## src/bale_pkg.sv

```systemverilog
// ---------------------------------------------------------------------------
// Bounded array list engine package
// Operation and status codes, list sizing and the controller state type.
// ---------------------------------------------------------------------------
package bale_pkg;

    localparam int unsigned OP_W     = 3;
    localparam int unsigned STATUS_W = 2;
    localparam int unsigned DATA_W   = 32;

    // List sizing: entry count, entry index and count widths.
    localparam int unsigned CAPACITY = 16;
    localparam int unsigned IDX_W    = 4;
    localparam int unsigned CNT_W    = 5;

    typedef enum logic [OP_W-1:0] {
        OP_READ    = 3'd0,
        OP_FIND    = 3'd1,
        OP_INSERT  = 3'd2,
        OP_SORTED  = 3'd3,
        OP_DELETE  = 3'd4,
        OP_REVERSE = 3'd5,
        OP_NOP6    = 3'd6,
        OP_NOP7    = 3'd7
    } t_op;

    typedef enum logic [STATUS_W-1:0] {
        ST_OK        = 2'd0,
        ST_BAD_POS   = 2'd1,
        ST_FULL      = 2'd2,
        ST_NOT_FOUND = 2'd3
    } t_status;

    typedef enum logic [3:0] {
        S_IDLE,
        S_CHECK,
        S_READ_ISSUE,
        S_READ_WAIT,
        S_SEARCH_ISSUE,
        S_SEARCH_WAIT,
        S_SHUP_ISSUE,
        S_SHUP_WAIT,
        S_SHDN_ISSUE,
        S_SHDN_WAIT,
        S_SHDN_WRITE,
        S_REV_ISSUE,
        S_REV_WAIT,
        S_REV_WRITE,
        S_DONE,
        S_OUT
    } t_state;

    // Commands from the controller to the datapath.
    typedef struct packed {
        logic load;        // capture request fields
        logic rd_i;        // read memory at index i
        logic rd_j;        // read memory at index j (reverse partner)
        logic init_search; // i <= 0
        logic init_shup;   // i <= count (top of upward shift)
        logic init_shdn;   // i <= position
        logic init_rev;    // i <= 0, j <= count-1
        logic step_up;     // i <= i + 1
        logic step_down;   // i <= i - 1
        logic wr_shift;    // mem[i] <= read data (shift move)
        logic wr_val;      // mem[i] <= value, count++
        logic wr_rev_a;    // mem[i] <= read data (word from j)
        logic wr_rev_b;    // mem[j] <= read data (old word from i)
        logic rev_step;    // i++, j--
        logic cnt_dec;     // count--
        logic set_at;      // insert point <= i
        logic cap_data;    // data result <= read data
        logic cap_found;   // found index <= i
        logic set_status;
        t_status status;
        logic out_valid;
    } t_cmd;

    // Status from the datapath to the controller.
    typedef struct packed {
        t_op  op;
        logic pos_lt_cnt;  // position < count
        logic pos_gt_cnt;  // position > count
        logic full;        // count == capacity
        logic i_lt_cnt;    // i < count
        logic i_gt_at;     // i > insert point
        logic i1_lt_cnt;   // i + 1 < count
        logic i_lt_j;      // reverse not yet met
        logic match;       // read data equals value
        logic le;          // value <= read data (signed)
    } t_stat;

endpackage

```

## src/bale_datapath.sv

```systemverilog
// ---------------------------------------------------------------------------
// Bounded array list datapath
// Entry memory, walk indexes, count and result registers.
// ---------------------------------------------------------------------------
module bale_datapath
    import bale_pkg::*;
(
    input  logic                     i_clk,
    input  logic                     i_rst_n,
    input  t_cmd                     i_cmd,
    output t_stat                    o_stat,
    input  logic [OP_W-1:0]          i_op,
    input  logic signed [DATA_W-1:0] i_value,
    input  logic [4:0]               i_position,
    output logic [STATUS_W-1:0]      o_status,
    output logic signed [DATA_W-1:0] o_data,
    output logic [IDX_W-1:0]         o_found_index,
    output logic [CNT_W-1:0]         o_count
);

    logic [DATA_W-1:0] r_mem [CAPACITY];
    logic [DATA_W-1:0] r_rd;
    logic [CNT_W-1:0]  r_i, r_j, r_at, r_cnt;
    logic [OP_W-1:0]   r_op;
    logic [DATA_W-1:0] r_val;
    logic [4:0]        r_pos;
    logic [STATUS_W-1:0] r_status;
    logic [DATA_W-1:0]   r_data;
    logic [IDX_W-1:0]    r_fidx;
    logic [CNT_W-1:0]  w_addr, w_ridx;

    // Memory read address selection and write address.
    assign w_ridx = i_cmd.rd_j ? r_j : (i_cmd.rd_i ? r_i : r_i - CNT_W'(1));
    assign w_addr = i_cmd.wr_rev_b ? r_j : r_i;

    // Entry memory: one write and one registered read per cycle. A read and a
    // write of the same entry in one cycle return the old word.
    always_ff @(posedge i_clk) begin
        r_rd <= r_mem[w_ridx[IDX_W-1:0]];
        if (i_cmd.wr_shift || i_cmd.wr_rev_a || i_cmd.wr_rev_b) begin
            r_mem[w_addr[IDX_W-1:0]] <= r_rd;
        end else if (i_cmd.wr_val) begin
            r_mem[w_addr[IDX_W-1:0]] <= r_val;
        end
    end

    // Request capture, walk indexes and results.
    always_ff @(posedge i_clk) begin
        if (i_cmd.load) begin
            r_op  <= i_op;
            r_val <= i_value;
            r_pos <= i_position;
            r_data <= '0;
            r_fidx <= '0;
        end
        if (i_cmd.init_search || i_cmd.init_rev) begin
            r_i <= '0;
        end else if (i_cmd.init_shup) begin
            r_i <= r_cnt;
        end else if (i_cmd.init_shdn) begin
            r_i <= CNT_W'(r_pos);
        end else if (i_cmd.step_up || i_cmd.rev_step) begin
            r_i <= r_i + CNT_W'(1);
        end else if (i_cmd.step_down) begin
            r_i <= r_i - CNT_W'(1);
        end
        if (i_cmd.init_rev) begin
            r_j <= r_cnt - CNT_W'(1);
        end else if (i_cmd.rev_step) begin
            r_j <= r_j - CNT_W'(1);
        end
        if (i_cmd.set_at) begin
            r_at <= r_i;
        end else if (i_cmd.init_shup && r_op == OP_INSERT) begin
            r_at <= CNT_W'(r_pos);
        end
        if (i_cmd.cap_data) begin
            r_data <= r_rd;
        end
        if (i_cmd.cap_found) begin
            r_fidx <= r_i[IDX_W-1:0];
        end
        if (i_cmd.set_status) begin
            r_status <= i_cmd.status;
        end
    end

    // Entry count.
    always_ff @(posedge i_clk) begin
        if (!i_rst_n) begin
            r_cnt <= '0;
        end else if (i_cmd.wr_val) begin
            r_cnt <= r_cnt + CNT_W'(1);
        end else if (i_cmd.cnt_dec) begin
            r_cnt <= r_cnt - CNT_W'(1);
        end
    end

    // Status flags for the controller.
    always_comb begin
        o_stat.op         = t_op'(r_op);
        o_stat.pos_lt_cnt = CNT_W'(r_pos) < r_cnt && r_pos <= 5'(CAPACITY);
        o_stat.pos_gt_cnt = {{CNT_W{1'b0}}, r_pos} > {5'd0, r_cnt};
        o_stat.full       = r_cnt >= CNT_W'(CAPACITY);
        o_stat.i_lt_cnt   = r_i < r_cnt;
        o_stat.i_gt_at    = r_i > r_at;
        o_stat.i1_lt_cnt  = (r_i + CNT_W'(1)) < r_cnt;
        o_stat.i_lt_j     = r_i < r_j && r_cnt > CNT_W'(1);
        o_stat.match      = r_rd == r_val;
        o_stat.le         = $signed(r_val) <= $signed(r_rd);
    end

    assign o_status      = r_status;
    assign o_data        = r_data;
    assign o_found_index = r_fidx;
    assign o_count       = r_cnt;

endmodule

```

## src/bale_ctrl.sv

```systemverilog
// ---------------------------------------------------------------------------
// Bounded array list controller
// Sequences each request through checks, walks and the result transaction.
// ---------------------------------------------------------------------------
module bale_ctrl
    import bale_pkg::*;
(
    input  logic  i_clk,
    input  logic  i_rst_n,
    input  logic  i_in_valid,
    output logic  o_in_ready,
    input  logic  i_out_ready,
    input  t_stat i_stat,
    output t_cmd  o_cmd
);

    t_state r_state, n_state;

    // State register.
    always_ff @(posedge i_clk) begin
        if (!i_rst_n) begin
            r_state <= S_IDLE;
        end else begin
            r_state <= n_state;
        end
    end

    // Next state.
    always_comb begin
        n_state = r_state;
        case (r_state)
            S_IDLE: if (i_in_valid) n_state = S_CHECK;
            S_CHECK: begin
                case (i_stat.op)
                    OP_READ:   n_state = i_stat.pos_lt_cnt ? S_READ_ISSUE : S_OUT;
                    OP_FIND:   n_state = S_SEARCH_ISSUE;
                    OP_INSERT: n_state = (i_stat.pos_gt_cnt || i_stat.full) ? S_OUT
                                                                            : S_SHUP_ISSUE;
                    OP_SORTED: n_state = i_stat.full ? S_OUT : S_SEARCH_ISSUE;
                    OP_DELETE: n_state = i_stat.pos_lt_cnt ? S_SHDN_ISSUE : S_OUT;
                    OP_REVERSE: n_state = S_REV_ISSUE;
                    default:   n_state = S_OUT;
                endcase
            end
            S_READ_ISSUE: n_state = S_READ_WAIT;
            S_READ_WAIT:  n_state = S_OUT;
            S_SEARCH_ISSUE: n_state = i_stat.i_lt_cnt ? S_SEARCH_WAIT
                                     : (i_stat.op == OP_SORTED ? S_SHUP_ISSUE : S_OUT);
            S_SEARCH_WAIT: begin
                if (i_stat.op == OP_FIND) begin
                    n_state = i_stat.match ? S_OUT : S_SEARCH_ISSUE;
                end else begin
                    n_state = i_stat.le ? S_SHUP_ISSUE : S_SEARCH_ISSUE;
                end
            end
            S_SHUP_ISSUE: n_state = i_stat.i_gt_at ? S_SHUP_WAIT : S_DONE;
            S_SHUP_WAIT:  n_state = S_SHUP_ISSUE;
            S_SHDN_ISSUE: n_state = i_stat.i1_lt_cnt ? S_SHDN_WAIT : S_DONE;
            S_SHDN_WAIT:  n_state = S_SHDN_WRITE;
            S_SHDN_WRITE: n_state = S_SHDN_ISSUE;
            S_REV_ISSUE:  n_state = i_stat.i_lt_j ? S_REV_WAIT : S_OUT;
            S_REV_WAIT:   n_state = S_REV_WRITE;
            S_REV_WRITE:  n_state = S_REV_ISSUE;
            S_DONE:       n_state = S_OUT;
            S_OUT:        if (i_out_ready) n_state = S_IDLE;
            default:      n_state = S_IDLE;
        endcase
    end

    // Command outputs.
    always_comb begin
        o_cmd      = '0;
        o_cmd.status = ST_OK;
        o_in_ready = 1'b0;
        case (r_state)
            S_IDLE: begin
                o_in_ready = 1'b1;
                o_cmd.load = i_in_valid;
            end
            S_CHECK: begin
                o_cmd.set_status = 1'b1;
                o_cmd.init_search = 1'b1;
                case (i_stat.op)
                    OP_READ: begin
                        o_cmd.init_search = 1'b0;
                        o_cmd.init_shdn = 1'b1;
                        o_cmd.status = i_stat.pos_lt_cnt ? ST_OK : ST_BAD_POS;
                    end
                    OP_FIND: o_cmd.status = ST_NOT_FOUND;
                    OP_INSERT: begin
                        o_cmd.init_search = 1'b0;
                        o_cmd.status = i_stat.pos_gt_cnt ? ST_BAD_POS
                                     : (i_stat.full ? ST_FULL : ST_OK);
                        o_cmd.init_shup = 1'b1;
                    end
                    OP_SORTED: o_cmd.status = i_stat.full ? ST_FULL : ST_OK;
                    OP_DELETE: begin
                        o_cmd.init_search = 1'b0;
                        o_cmd.init_shdn = 1'b1;
                        o_cmd.status = i_stat.pos_lt_cnt ? ST_OK : ST_BAD_POS;
                    end
                    OP_REVERSE: begin
                        o_cmd.init_search = 1'b0;
                        o_cmd.init_rev = 1'b1;
                    end
                    default: o_cmd.status = ST_OK;
                endcase
            end
            S_READ_ISSUE: o_cmd.rd_i = 1'b1;
            S_READ_WAIT:  o_cmd.cap_data = 1'b1;
            S_SEARCH_ISSUE: begin
                o_cmd.rd_i = 1'b1;
                if (!i_stat.i_lt_cnt && i_stat.op == OP_SORTED) begin
                    o_cmd.set_at = 1'b1;
                    o_cmd.init_shup = 1'b1;
                end
            end
            S_SEARCH_WAIT: begin
                if (i_stat.op == OP_FIND) begin
                    if (i_stat.match) begin
                        o_cmd.cap_found = 1'b1;
                        o_cmd.set_status = 1'b1;
                        o_cmd.status = ST_OK;
                    end else begin
                        o_cmd.step_up = 1'b1;
                    end
                end else if (i_stat.le) begin
                    o_cmd.set_at = 1'b1;
                    o_cmd.init_shup = 1'b1;
                end else begin
                    o_cmd.step_up = 1'b1;
                end
            end
            // Read mem[i-1] when above the insert point, otherwise write the value.
            S_SHUP_ISSUE: begin
                if (!i_stat.i_gt_at) begin
                    o_cmd.wr_val = 1'b1;
                end
            end
            S_SHUP_WAIT: begin
                o_cmd.wr_shift = 1'b1;
                o_cmd.step_down = 1'b1;
            end
            // Step to the next entry, read it while stepping back, then write it
            // into the slot below.
            S_SHDN_ISSUE: begin
                if (i_stat.i1_lt_cnt) begin
                    o_cmd.step_up = 1'b1;
                    o_cmd.rd_i = 1'b0;
                end else begin
                    o_cmd.cnt_dec = 1'b1;
                end
            end
            S_SHDN_WAIT: begin
                o_cmd.rd_i = 1'b1;
                o_cmd.step_down = 1'b1;
            end
            S_SHDN_WRITE: begin
                o_cmd.wr_shift = 1'b1;
                o_cmd.step_up = 1'b1;
            end
            // Read mem[j], then write it at i while reading the old word at i,
            // then write that word at j.
            S_REV_ISSUE: o_cmd.rd_j = i_stat.i_lt_j;
            S_REV_WAIT: begin
                o_cmd.rd_i = 1'b1;
                o_cmd.wr_rev_a = 1'b1;
            end
            S_REV_WRITE: begin
                o_cmd.wr_rev_b = 1'b1;
                o_cmd.rev_step = 1'b1;
            end
            S_OUT: o_cmd.out_valid = 1'b1;
            default: o_cmd.out_valid = 1'b0;
        endcase
    end

endmodule

```

## src/bounded_array_list_engine_core.sv

```systemverilog
// ---------------------------------------------------------------------------
// Bounded array list engine core
// Ordered list of signed words with read, find, insert, sorted insert,
// delete and reverse requests.
// ---------------------------------------------------------------------------
// One request is taken at a time and answered with one result transaction;
// the input is not ready again until that result has been accepted. The
// entry memory gives one registered read and one write per cycle, so the
// list is walked one entry at a time. A request is accepted and then
// checked, and the result is offered after the walk ends. A read issues
// one memory read and captures the word; find and the search of a sorted
// insert read and compare each entry looked at, an insert reads and
// writes each entry moved up, a delete steps, reads and writes each entry
// moved down and a reverse reads and writes both words of each pair. The
// longest request is a delete at the head of a full list.
module bounded_array_list_engine_core
    import bale_pkg::*;
(
    input  logic                     i_clk,
    input  logic                     i_rst_n,
    input  logic                     i_in_valid,
    output logic                     o_in_ready,
    input  logic [OP_W-1:0]          i_op,
    input  logic signed [DATA_W-1:0] i_value,
    input  logic [4:0]               i_position,
    output logic                     o_out_valid,
    input  logic                     i_out_ready,
    output logic [STATUS_W-1:0]      o_status,
    output logic signed [DATA_W-1:0] o_data,
    output logic [3:0]               o_found_index,
    output logic [4:0]               o_count
);

    t_cmd  w_cmd;
    t_stat w_stat;

    bale_ctrl u_ctrl (
        .i_clk      (i_clk),
        .i_rst_n    (i_rst_n),
        .i_in_valid (i_in_valid),
        .o_in_ready (o_in_ready),
        .i_out_ready(i_out_ready),
        .i_stat     (w_stat),
        .o_cmd      (w_cmd)
    );

    bale_datapath u_dp (
        .i_clk        (i_clk),
        .i_rst_n      (i_rst_n),
        .i_cmd        (w_cmd),
        .o_stat       (w_stat),
        .i_op         (i_op),
        .i_value      (i_value),
        .i_position   (i_position),
        .o_status     (o_status),
        .o_data       (o_data),
        .o_found_index(o_found_index),
        .o_count      (o_count)
    );

    assign o_out_valid = w_cmd.out_valid;

    // A result is never offered while a request is being accepted.
    a_excl: assert property (@(posedge i_clk) disable iff (!i_rst_n)
        !(o_in_ready && o_out_valid)) else $error("ready and result overlap");

    // The count never exceeds capacity.
    a_cnt: assert property (@(posedge i_clk) disable iff (!i_rst_n)
        o_count <= 5'(CAPACITY)) else $error("count overflow");

endmodule
```

## config.mk

```make
export PLATFORM = sky130hd
export DESIGN_NAME = bounded_array_list_engine_core
export DESIGN_NICKNAME = d
export VERILOG_FILES = /design/src/bale_pkg.sv /design/src/bale_datapath.sv /design/src/bale_ctrl.sv /design/src/bounded_array_list_engine_core.sv
export SDC_FILE = /design/constraint.sdc
export NUM_CORES = 1
export LEC_CHECK = 0
export ABC_AREA = 0
export ABC_CLOCK_PERIOD_IN_PS = 4200
export BUFFER_PORTS_ARGS = -buffer_cell sky130_fd_sc_hd__clkbuf_2
export CAP_MARGIN = 10
export CORE_ASPECT_RATIO = 0.7
export CORE_MARGIN = 3
export CORE_UTILIZATION = 45
export DETAILED_ROUTE_END_ITERATION = 16
export GPL_ROUTABILITY_DRIVEN = 1
export SETUP_SLACK_MARGIN = 0.02
export SLEW_MARGIN = 20
export SYNTH_ARGS = -nofsm -noshare
export SYNTH_HDL_FRONTEND = slang
export SYNTH_SLANG_ARGS = --single-unit
```

## constraint.sdc

```tcl
create_clock -name i_clk -period 4.2 [get_ports i_clk]
set_clock_uncertainty 0.1 [all_clocks]
set_input_delay 0.42 -clock i_clk [delete_from_list [all_inputs] [get_ports i_clk]]
set_output_delay 0.42 -clock i_clk [all_outputs]
set_load 0.05 [all_outputs]
```

======== After elaboration in Yosys (flattened, before gate mapping) ========
Memory sizes are Yosys's and may differ from the RTL's. A register that Yosys moved wholly into a read port is not among the register bits.
Cells that the tools add are included.
word-level totals
  memory bits (writable) .................. 512
  flip-flop bits (word level) ............. 102
  logic and storage cells ................. 153
  memories ................................ 1
memories
  memory      depth  width  rd ports  clocked after Yosys merged registers in  write ports  line                 RTL
  u_dp.r_mem  16     32     1         1                                        1            bale_datapath.sv:21  logic [DATA_W-1:0] r_mem [CAPACITY];
operators by class
  equal/unequal tests ..................... 23
  bitwise gates (word level) .............. 1
  add/sub/neg operators ................... 5
  reductions and logical operators ........ 25
  $lt $le $gt $ge ......................... 10
  muxes and demuxes ....................... 77
operator list
  kind                                                                    number
  32-bit 2-to-1 mux                                                       3
  4-bit 2-to-1 mux                                                        17
  4-bit one-hot mux with 15 select lines                                  1
  5-bit 2-to-1 mux                                                        10
  32-bit equality test                                                    1
  4-bit equality test (second input constant)                             8
  32-bit less-or-equal comparator                                         1
  1-bit 2-to-1 mux                                                        32
  4-bit one-hot mux with 6 select lines                                   1
  5-bit < comparator                                                      4
  4-bit by 3-bit equality test with 1-bit output (second input constant)  4
  5-bit by 1-bit subtractor with 5-bit output (second input constant)     3
  2-bit 2-to-1 mux                                                        6
  5-bit by 1-bit adder with 5-bit output (second input constant)          2
  5-bit greater-than comparator                                           2
  2-bit nonzero test                                                      5
  4-bit by 2-bit equality test with 1-bit output (second input constant)  2
  2-bit one-hot mux with 4 select lines                                   1
  2-bit OR reduction                                                      4
  4-bit OR reduction                                                      2
  3-bit by 2-bit equality test with 1-bit output (second input constant)  2
  3-bit equality test (second input constant)                             2
  3-bit 2-to-1 mux                                                        2
  1-bit one-hot mux with 3 select lines                                   2
  16 further kinds                                                        24

======== Depth between registers and ports, before layout ========
Gate-level depths: netlist of the first run.
  depth in word-level cells ............... 8
  depth in mapped cells ................... 14

======== Cells and area by module ========
Synthesis of the first run repeated with hierarchy kept, for this count alone.
unflattened totals
  cells, all modules ...................... 1,485
  area, all modules ....................... 26,658.1 µm²
by module, submodules not included
  module         seq. area each (µm²)  times used  area an instance (µm²)  cells each
  bale_datapath  18,858.1              1           25,927.4                1,371
  bale_ctrl      80.1                  1           730.7                   114

======== Least setup slack after synthesis of the first run ========
Ideal clock, no wire load.
  path kind ............................... register to register
  from .................................... reg u_dp.r_i[1]
  to ...................................... mem u_dp.r_mem[10][0] (enable)
  slack ................................... 190 ps
  stages on the path, launching flop included .. 11
  data required time ...................... 3,679 ps
  period minus slack after synthesis ...... 4,010 ps
  data arrival time ....................... 3,489 ps
  library setup time ...................... 421 ps
  cell sequence ........................... dfxtp_1 ha_1 nor2b_1 o21a_1 o21a_1 o21a_1 o22ai_1 o21ai_0 o21ai_0 o21ai_0 nor2_1
between the ends
  longest elaborated chain between the ends .. 7
ends and longest elaborated chain
  item                                    line                  RTL
  from (decl)                             bale_datapath.sv:23   logic [CNT_W-1:0] r_i, r_j, r_at, r_cnt;
  from (signal assigned)                  bale_datapath.sv:59   r_i <= r_cnt;
  from (signal assigned)                  bale_datapath.sv:61   r_i <= CNT_W'(r_pos);
  from (signal assigned)                  bale_datapath.sv:63   r_i <= r_i + CNT_W'(1);
  5-bit greater-than comparator           bale_datapath.sv:106  o_stat.i_gt_at = r_i > r_at;
  1-bit 2-to-1 mux                        bale_ctrl.sv:136      if (!i_stat.i_gt_at) begin
  1-bit 2-to-1 mux                        bale_ctrl.sv:75       case (r_state)
  1-bit 2-to-1 mux                        bale_datapath.sv:42   end else if (i_cmd.wr_val) begin
  1-bit 2-to-1 mux                        bale_datapath.sv:40   if (i_cmd.wr_shift || i_cmd.wr_rev_a || i_cmd.wr_rev_b) begin
  1-bit 2-to-1 mux (not written as such)  bale_datapath.sv:43   r_mem[w_addr[IDX_W-1:0]] <= r_val;
  1-bit bitwise OR (no source line)       n/a
  to (decl)                               bale_datapath.sv:21
Parallel ways exist; a longest one is shown, timed or not.

======== Worst setup path in the final report of the first run ========
  from .................................... reg u_dp.r_val[31]
  to ...................................... reg u_dp.r_at[4] (data pin)
between the ends
  longest elaborated chain between the ends .. 5
ends and longest elaborated chain
  item                                   line                  RTL
  from (decl)                            bale_datapath.sv:25   logic [DATA_W-1:0] r_val;
  from (signal assigned)                 bale_datapath.sv:51   r_val <= i_value;
  32-bit less-or-equal comparator        bale_datapath.sv:110  o_stat.le = $signed(r_val) <= $signed(r_rd);
  1-bit 2-to-1 mux                       bale_ctrl.sv:127      end else if (i_stat.le) begin
  1-bit 2-to-1 mux                       bale_ctrl.sv:119      if (i_stat.op == OP_FIND) begin
  1-bit one-hot mux with 2 select lines  bale_ctrl.sv:75
  5-bit 2-to-1 mux                       bale_datapath.sv:72   if (i_cmd.set_at) begin
  to (signal assigned)                   bale_datapath.sv:73   r_at <= r_i;
  to (signal assigned)                   bale_datapath.sv:75   r_at <= CNT_W'(r_pos);
  to (decl)                              bale_datapath.sv:23
No other way between the ends.
A chain may end at the register's enable or synchronous reset.

==> results of run 1 <==
kinds of logic after synthesis:
family,Yosys count
AOI/OAI and AO/OA,234
and+or+nand+nor,661
xor gates and xnor gates,17
muxes,75
DFF,646
adders and majority gates,60
buffers and inverters,161
cell type report:
class	instances	area [um2]	area share [%]
clock buffer	71	1560	5.03
clock inverter	40	420	1.35
inverter	65	244	0.785
multi-input combinational	1047	7120	22.9
sequential	646	18900	60.9
tap	750	938	3.02
timing repair buffer	240	1860	5.97
flip-flops by register name, summed over array words and instances, names as in the netlist, 4 cells and up:
signal,count
u_dp.o_found_index,4
u_dp.r_i,5
u_dp.r_mem,512
u_dp.r_pos,5
u_dp.r_val,32
u_dp.o_count,5
u_ctrl.r_state,4
u_dp.o_data,32
u_dp.r_at,5
u_dp.r_rd,32
u_dp.r_j,5
worst paths after layout:
| path | startpoint | slack (ns) | to | cells past startpoint |
|---|---|---|---|---|
| setup reg to reg | u_dp.r_val[31] | 0.25 | u_dp.r_at[4] | 10 |
| setup / recovery | u_dp.r_val[31] | 0.25 | u_dp.r_at[4] | 10 |
| hold / removal | i_rst_n | 0.06 | u_ctrl.r_state[1] | 2 |
| hold reg to reg | u_dp.r_rd[30] | 0.48 | u_dp.o_data[30] | 2 |
worst max-delay path, cell delays in order, from the launching register on:
cell                       delay [ns]
sky130_fd_sc_hd__edfxtp_1        0.43
sky130_fd_sc_hd__ha_1            0.47
sky130_fd_sc_hd__nand4_1         0.29
sky130_fd_sc_hd__nor4_4          0.58
sky130_fd_sc_hd__nand4_1         0.14
sky130_fd_sc_hd__buf_4           0.20
sky130_fd_sc_hd__a31oi_4         0.26
sky130_fd_sc_hd__nand3_1         0.13
sky130_fd_sc_hd__and3_1          0.22
sky130_fd_sc_hd__a31oi_2         0.47
sky130_fd_sc_hd__mux2_1          0.39
metal layers:
metal	track usage, %	wire length, um
met3	3.35	4900
met2	32.0	29500
met1	33.6	30900
met5	0	0
met4	4.87	1140
metrics by stage:
stage / util (%) / cell area [um2] / hold slack, ns
after detailed placement: 49.8 / 28700 / 0.476
final: 54.0 / 31100 / 0.0643
after floorplan: - / 26600 / 0.419
after CTS: 54.0 / 31100 / 0.0318
after global placement: 49.8 / 28600 / 0.469
after global routing: 54.0 / 31100 / 0.0577
power by group through the flow:
stage / registers (mW) / clock network [mW] / logic, mW
floorplan: 9.58 / 0 / 7.98
global placement: 9.22 / 0 / 12.5
detailed placement: 9.23 / 0 / 12.6
CTS: 9.09 / 5.61 / 12.7
global route: 9.15 / 5.84 / 13.8
finish: 9.09 / 5.48 / 12.6
placed cells by master (no fill, tap or decap), drive strengths merged, types with 10 or more instances in the layout:
cell,n
nand2,364
a21o,10
a21oi,36
nand2b,18
a22oi,33
nand4,40
o21ai,62
edfxtp,600
ha,60
clkbuf,159
nand3,111
nor2,51
clkinv,26
dfxtp,46
a31oi,44
xnor2,13
mux4,64
dlygate4sd3,40
inv,64
nor3,50
buf,112
repair_timing:
item | 4_1_cts | 5_1_grt
endpoints found under the setup margin | 15 | 5
pin swaps | 1 | 0
setup buffers | 1 | 0
resized for setup | 3 | 1
endpoints found under the hold margin | 40 | 0
hold buffers | 40 | 0
==> flow_metrics.py, run 1 <==
metrics = {
    "status": {
        "status": "finished clean",
    },
    "synthesis": {
        "synth_area_per_cell_um2": 14.3,
        "post-synth-top-area-fraction_pct": 67.8,
        "yosysUniqueCellTypes": 64,
        "ys_seq_area_share_pct": 71.3,
        "dominant_combinational_cell_family_by_area_after_synthesis": "simple AND/OR/NAND/NOR gates",
        "yosys.area_share.adder_pct": 2.83,
        "synthesized_area_um2": 26600,
        "yosys.area_share.simple_pct": 10.9,
        "post_synth_top_area_cell": "sky130_fd_sc_hd__edfxtp_1",
        "number_of_flops_mapped_to_enable_cells_by_yosys": 600,
        "synth_compound_gate_area_share_pct": 5.70,
        "muxShareOfSynthArea_pct": 5.89,
        "xor_xnor_cell_area_share_of_the_yosys_netlist_pct": 0.589,
        "synth.ff_latch_count": 646,
        "synthMostInstantiatedCell": "sky130_fd_sc_hd__edfxtp_1",
        "netlist_top_cells_area": "sky130_fd_sc_hd__edfxtp_1, sky130_fd_sc_hd__mux4_2, sky130_fd_sc_hd__nand2_1",
        "yosys_warn_count": 0,
        "ys_dominant_reg_cell": "sky130_fd_sc_hd__edfxtp_1",
        "number_of_instances_in_the_synthesized_netlist": 1854,
        "synth_fp_nets": 1958,
        "netlist_top_cells_count": "sky130_fd_sc_hd__edfxtp_1, sky130_fd_sc_hd__nand2_1, sky130_fd_sc_hd__nand3_1",
        "ys_async_sr_fraction_pct": 0,
    },
    "power": {
        "power_per_cell_area_nw_per_um2": 876,
        "total_switching_power_mw": 11.0,
        "share_clk_of_total_power_pct": 20.2,
        "power_frac_seq_pct": 33.4,
        "power.share.combinational_pct": 46.5,
        "design_power_mw": 27.2,
        "standby_leakage_power_nw": 10.9,
        "internal_power_mw": 16.2,
        "power.switching_fraction_pct": 40.3,
        "ir_drop_mv": 0.819,
    },
    "detailed_routing": {
        "drt-pass1-iter-count": 5,
        "drt-wirelength-per-cell_um": 23.3,
        "total_via_count_after_detailed_routing": 16421,
        "remaining_drc_errors": 0,
        "drtIter0Drc": 1678,
        "drt-vias-per-instance": 5.74,
        "number_of_nets_with_antenna_violations_after_detailed_routing": 0,
        "totalWireLength_um": 66500,
    },
    "finish": {
        "antenna_cells": 0,
        "fill_cells": 4713,
        "finish.cell_count_without_fillers": 2859,
        "post_route_cells_drive_above_1_share_pct": 18.6,
        "area_delta_synth_final_pct": 17.0,
        "finalNetCount": 2163,
    },
    "timing": {
        "setup_tns_ns": 0,
        "max_freq_mhz": 253,
        "drv_slew": 0,
        "min_period_over_period_pct": 94.1,
        "final-hold-violation-count": 0,
        "slack_of_the_critical_path_ns": 0.246,
        "timing.max_slew.rel_slack_pct": 35.9,
        "setup_violating_endpoint_count_in_the_final_report": 0,
        "setup_repair_after_global_routing_missed_its_margin": "no",
        "worst-slew-pin-transition_ns": 0.961,
        "timing.final.crit_period_ns": 3.95,
    },
    "setup_path": {
        "path_class": "reg -> reg",
        "critPathRequiredTime_ns": 4.45,
        "critPathMaxFanout": 9,
        "critPathArrivalTime_ns": 4.20,
        "critPathLaunchType": "register",
        "cp-end-kind": "register",
    },
    "die": {
        "core_region_area_um2": 57500,
        "design.die.area_um2": 62000,
        "io_pins": 89,
        "fp.dieW_um": 296,
        "initial_core_util_pct": 46.2,
        "die_h_um": 209,
        "rows": 73,
    },
    "clock_network": {
        "inserted_clock_buffers": 59,
        "cts.htree.levels": 2,
        "tritoncts_num_sinks": 646,
        "clock_latency_at_the_later_pin_of_the_worst_skew_pair_ns": 0.63,
        "clock_tree_from_tritoncts": "done",
        "cts.path.max_buffers": 3,
        "cts_root_buf": "sky130_fd_sc_hd__clkbuf_16",
        "clock_pin_slew_on_the_worst_setup_and_hold_paths_ns": 0.07,
    },
    "min_path": {
        "timing.hold.worst.class": "in -> reg",
    },
    "place": {
        "place_hpwl_um": 41500,
        "gp_congestion": 0.923,
        "dpl_worst_slack_ns": -0.470,
        "dpl.cell_count": 2707,
        "numPortBuffers": 88,
    },
    "global_route": {
        "grt_pass1_wl_um": 101000,
        "grt_start_max_net_pins": 56,
        "grt.total_usage_pct": 21.6,
        "first_global_vias": 16281,
        "gr-total-overflow": 0,
        "grt_antenna_before_repair": 0,
    },
    "flow_run": {
        "max-cap-violations": 0,
    },
}
Note: power is estimated with default switching activity, not from simulation.
==> run 2, diff against run 1 <==
--- a/config.mk
+++ b/config.mk
@@ -6,11 +6,10 @@
 export NUM_CORES = 1
 export LEC_CHECK = 0
 export ABC_AREA = 0
-export ABC_CLOCK_PERIOD_IN_PS = 4200
+export ABC_CLOCK_PERIOD_IN_PS = 5100
 export BUFFER_PORTS_ARGS = -buffer_cell sky130_fd_sc_hd__clkbuf_2
 export CAP_MARGIN = 10
 export CORE_ASPECT_RATIO = 0.7
-export CORE_MARGIN = 3
 export CORE_UTILIZATION = 45
 export DETAILED_ROUTE_END_ITERATION = 16
 export GPL_ROUTABILITY_DRIVEN = 1
==> constraint.sdc (replaced) <==
create_clock -name i_clk -period 5.1 [get_ports i_clk]
set_clock_uncertainty 0.1 [all_clocks]
set_input_delay 0.51 -clock i_clk [delete_from_list [all_inputs] [get_ports i_clk]]
set_output_delay 0.51 -clock i_clk [all_outputs]
set_load 0.05 [all_outputs]
==> run 2 against run 1 <==
  * Wire length is 1.4% lower
  * Combinational power is 21% lower
  * Critical endpoint unchanged
  * Sequential power is 18% lower
  * Largest power group unchanged
  * Highest routed layer unchanged
  * Fmax is 19% lower
==> flow_metrics.py, run 2 (same netlist as run 1, synthesis figures left out) <==
metrics = {
    "finish": {
        "finalNetCount": 2121,
        "final_design_instance_area_without_fill_um2": 30700,
        "largest_register_ff_count": 512,
        "post_route_cells_drive_above_1_share_pct": 17.0,
        "mostFrequentLayoutCells": "sky130_fd_sc_hd__edfxtp_1, sky130_fd_sc_hd__nand2_1, sky130_fd_sc_hd__nand3_1",
        "area_delta_synth_final_pct": 15.6,
        "antenna_cells": 0,
        "layout.core_utilization_pct": 52.6,
        "mostFrequentLayoutCell": "sky130_fd_sc_hd__edfxtp_1",
    },
    "setup_path": {
        "crit_path_start": "u_dp.r_rd[31]",
        "timing.critical_path.to": "u_dp.r_at[4]",
        "worst-r2r-cell-count": 10,
        "critPathMaxFanout": 9,
        "critPathLaunchType": "register",
        "critPathArrivalTime_ns": 5.12,
        "critPathRequiredTime_ns": 5.36,
        "reg2reg_slack_ns": 0.24,
        "regToRegStartpoint": "u_dp.r_rd[31]",
        "ff_to_ff_end": "u_dp.r_at[4]",
        "cp-end-kind": "register",
        "path_class": "reg -> reg",
    },
    "clock_network": {
        "cts.path.max_buffers": 3,
        "post_cts.repair.setup_buffers": 0,
        "inserted_clock_buffers": 59,
        "clock_pin_slew_on_the_worst_setup_and_hold_paths_ns": 0.06,
        "tritoncts_num_sinks": 646,
        "clock_latency_at_the_later_pin_of_the_worst_skew_pair_ns": 0.63,
        "clock_tree_from_tritoncts": "done",
        "cts_root_buf": "sky130_fd_sc_hd__clkbuf_16",
        "cts.htree.levels": 2,
    },
    "die": {
        "rows": 74,
        "design.die.area_um2": 60000,
        "fp.dieW_um": 292,
        "core_region_area_um2": 58300,
        "io_pins": 89,
        "die_h_um": 205,
        "initial_core_util_pct": 45.5,
    },
    "timing": {
        "final-hold-violation-count": 0,
        "setup_violating_endpoint_count_in_the_final_report": 0,
        "final.hold.worst_slack_ns": 0.167,
        "drv_slew": 0,
        "max_freq_mhz": 206,
        "setup_repair_after_global_routing_missed_its_margin": "no",
        "worst-slew-pin-transition_ns": 1.13,
        "min_period_over_period_pct": 95.2,
        "timing.final.crit_period_ns": 4.86,
        "timing.max_slew.rel_slack_pct": 24.7,
    },
    "global_route": {
        "grt.total_usage_pct": 22.0,
        "first_global_vias": 15613,
        "grt_antenna_before_repair": 0,
        "grt_pass1_wl_um": 98200,
        "gr-total-overflow": 0,
        "grt_start_max_net_pins": 112,
    },
    "power": {
        "standby_leakage_power_nw": 10.6,
        "ir_drop_mv": 1.71,
        "power_per_cell_area_nw_per_um2": 714,
        "design_power_mw": 21.9,
    },
    "place": {
        "gp_congestion": 0.872,
        "postPlaceCellArea_um2": 28300,
        "place_hpwl_um": 39300,
        "numPortBuffers": 88,
    },
    "detailed_routing": {
        "drtIter0Drc": 1510,
        "number_of_nets_with_antenna_violations_after_detailed_routing": 0,
        "drt-wirelength-per-cell_um": 23.2,
        "totalWireLength_um": 65600,
        "total_via_count_after_detailed_routing": 16126,
        "remaining_drc_errors": 0,
        "drt-vias-per-instance": 5.70,
        "drt-pass1-iter-count": 6,
    },
    "status": {
        "status": "finished clean",
    },
    "min_path": {
        "timing.hold.worst.class": "in -> reg",
    },
    "flow_run": {
        "max-cap-violations": 0,
    },
}
-- run 2: per-layer routing --
metal  up-vias  GRT usage [%]  routed length (um)
met5         -              0                   0
met4         0           5.20                1150
met3        81           3.77                4560
met2       533           33.8               29200
met1      8204           32.8               30600
li1       7308              -                   -
-- run 2: worst max-delay path, stage by stage (launching register included) --
cell and delay [ns]:
sky130_fd_sc_hd__dfxtp_1 0.38, sky130_fd_sc_hd__inv_1 0.11, sky130_fd_sc_hd__ha_1 0.43, sky130_fd_sc_hd__nand4_1 0.22
sky130_fd_sc_hd__nor4_2 0.85, sky130_fd_sc_hd__nand4_1 0.50, sky130_fd_sc_hd__a31oi_1 0.77, sky130_fd_sc_hd__nand3_1 0.18
sky130_fd_sc_hd__and3_1 0.24, sky130_fd_sc_hd__a31oi_2 0.44, sky130_fd_sc_hd__mux2_1 0.36
-- run 2: what timing repair did --
action,4_1_cts,5_1_grt
hold buffers,40,0
gates resized for setup,0,0
hold endpoints to repair,40,0
endpoints found under the setup margin,0,0
-- run 2: where the power goes --
| part | switching (mW) | internal [mW] | total (mW) | leakage, nW |
|---|---|---|---|---|
| logic | 6.61 | 3.36 | 9.98 | 3.86 |
| registers | 0.298 | 7.19 | 7.49 | 5.83 |
| clock network | 1.96 | 2.51 | 4.47 | 0.954 |
| total | 8.87 | 13.1 | 21.9 | 10.6 |
-- run 2: cell type report --
class | instances | area, um2
Sequential cell | 646 | 18900
Timing Repair Buffer | 198 | 1520
Clock buffer | 80 | 1640
Clock inverter | 32 | 323
Fill cell | 4768 | 27600
Tap cell | 760 | 951
Multi-Input combinational cell | 1047 | 7100
Inverter | 65 | 244
-- run 2: metrics by stage --
step | instances | TNS (ns) | worst slack (ns)
after global routing | 2828 | 0 | 0.157
final | 2828 | 0 | 0.244
after floorplan | 1854 | 0 | 1.09
after CTS | 2828 | 0 | 0.278
after global placement | 2675 | -0.780 | -0.304
after detailed placement | 2676 | 0 | 0.293
-- run 2: how the worst min path moves through the flow --
stage / from / end / slack [ns] / cells after the start
global route: i_rst_n / u_ctrl.r_state[2] / 0.17 / 2
global placement: u_dp.o_count[3] / u_dp.r_i[3] / 0.42 / 2
finish: i_rst_n / u_ctrl.r_state[2] / 0.17 / 2
CTS: i_rst_n / u_ctrl.r_state[2] / 0.13 / 2
floorplan: u_dp.r_mem[12][25] / u_dp.r_rd[25] / 0.45 / 4
detailed placement: u_dp.o_count[3] / u_dp.r_i[3] / 0.44 / 2
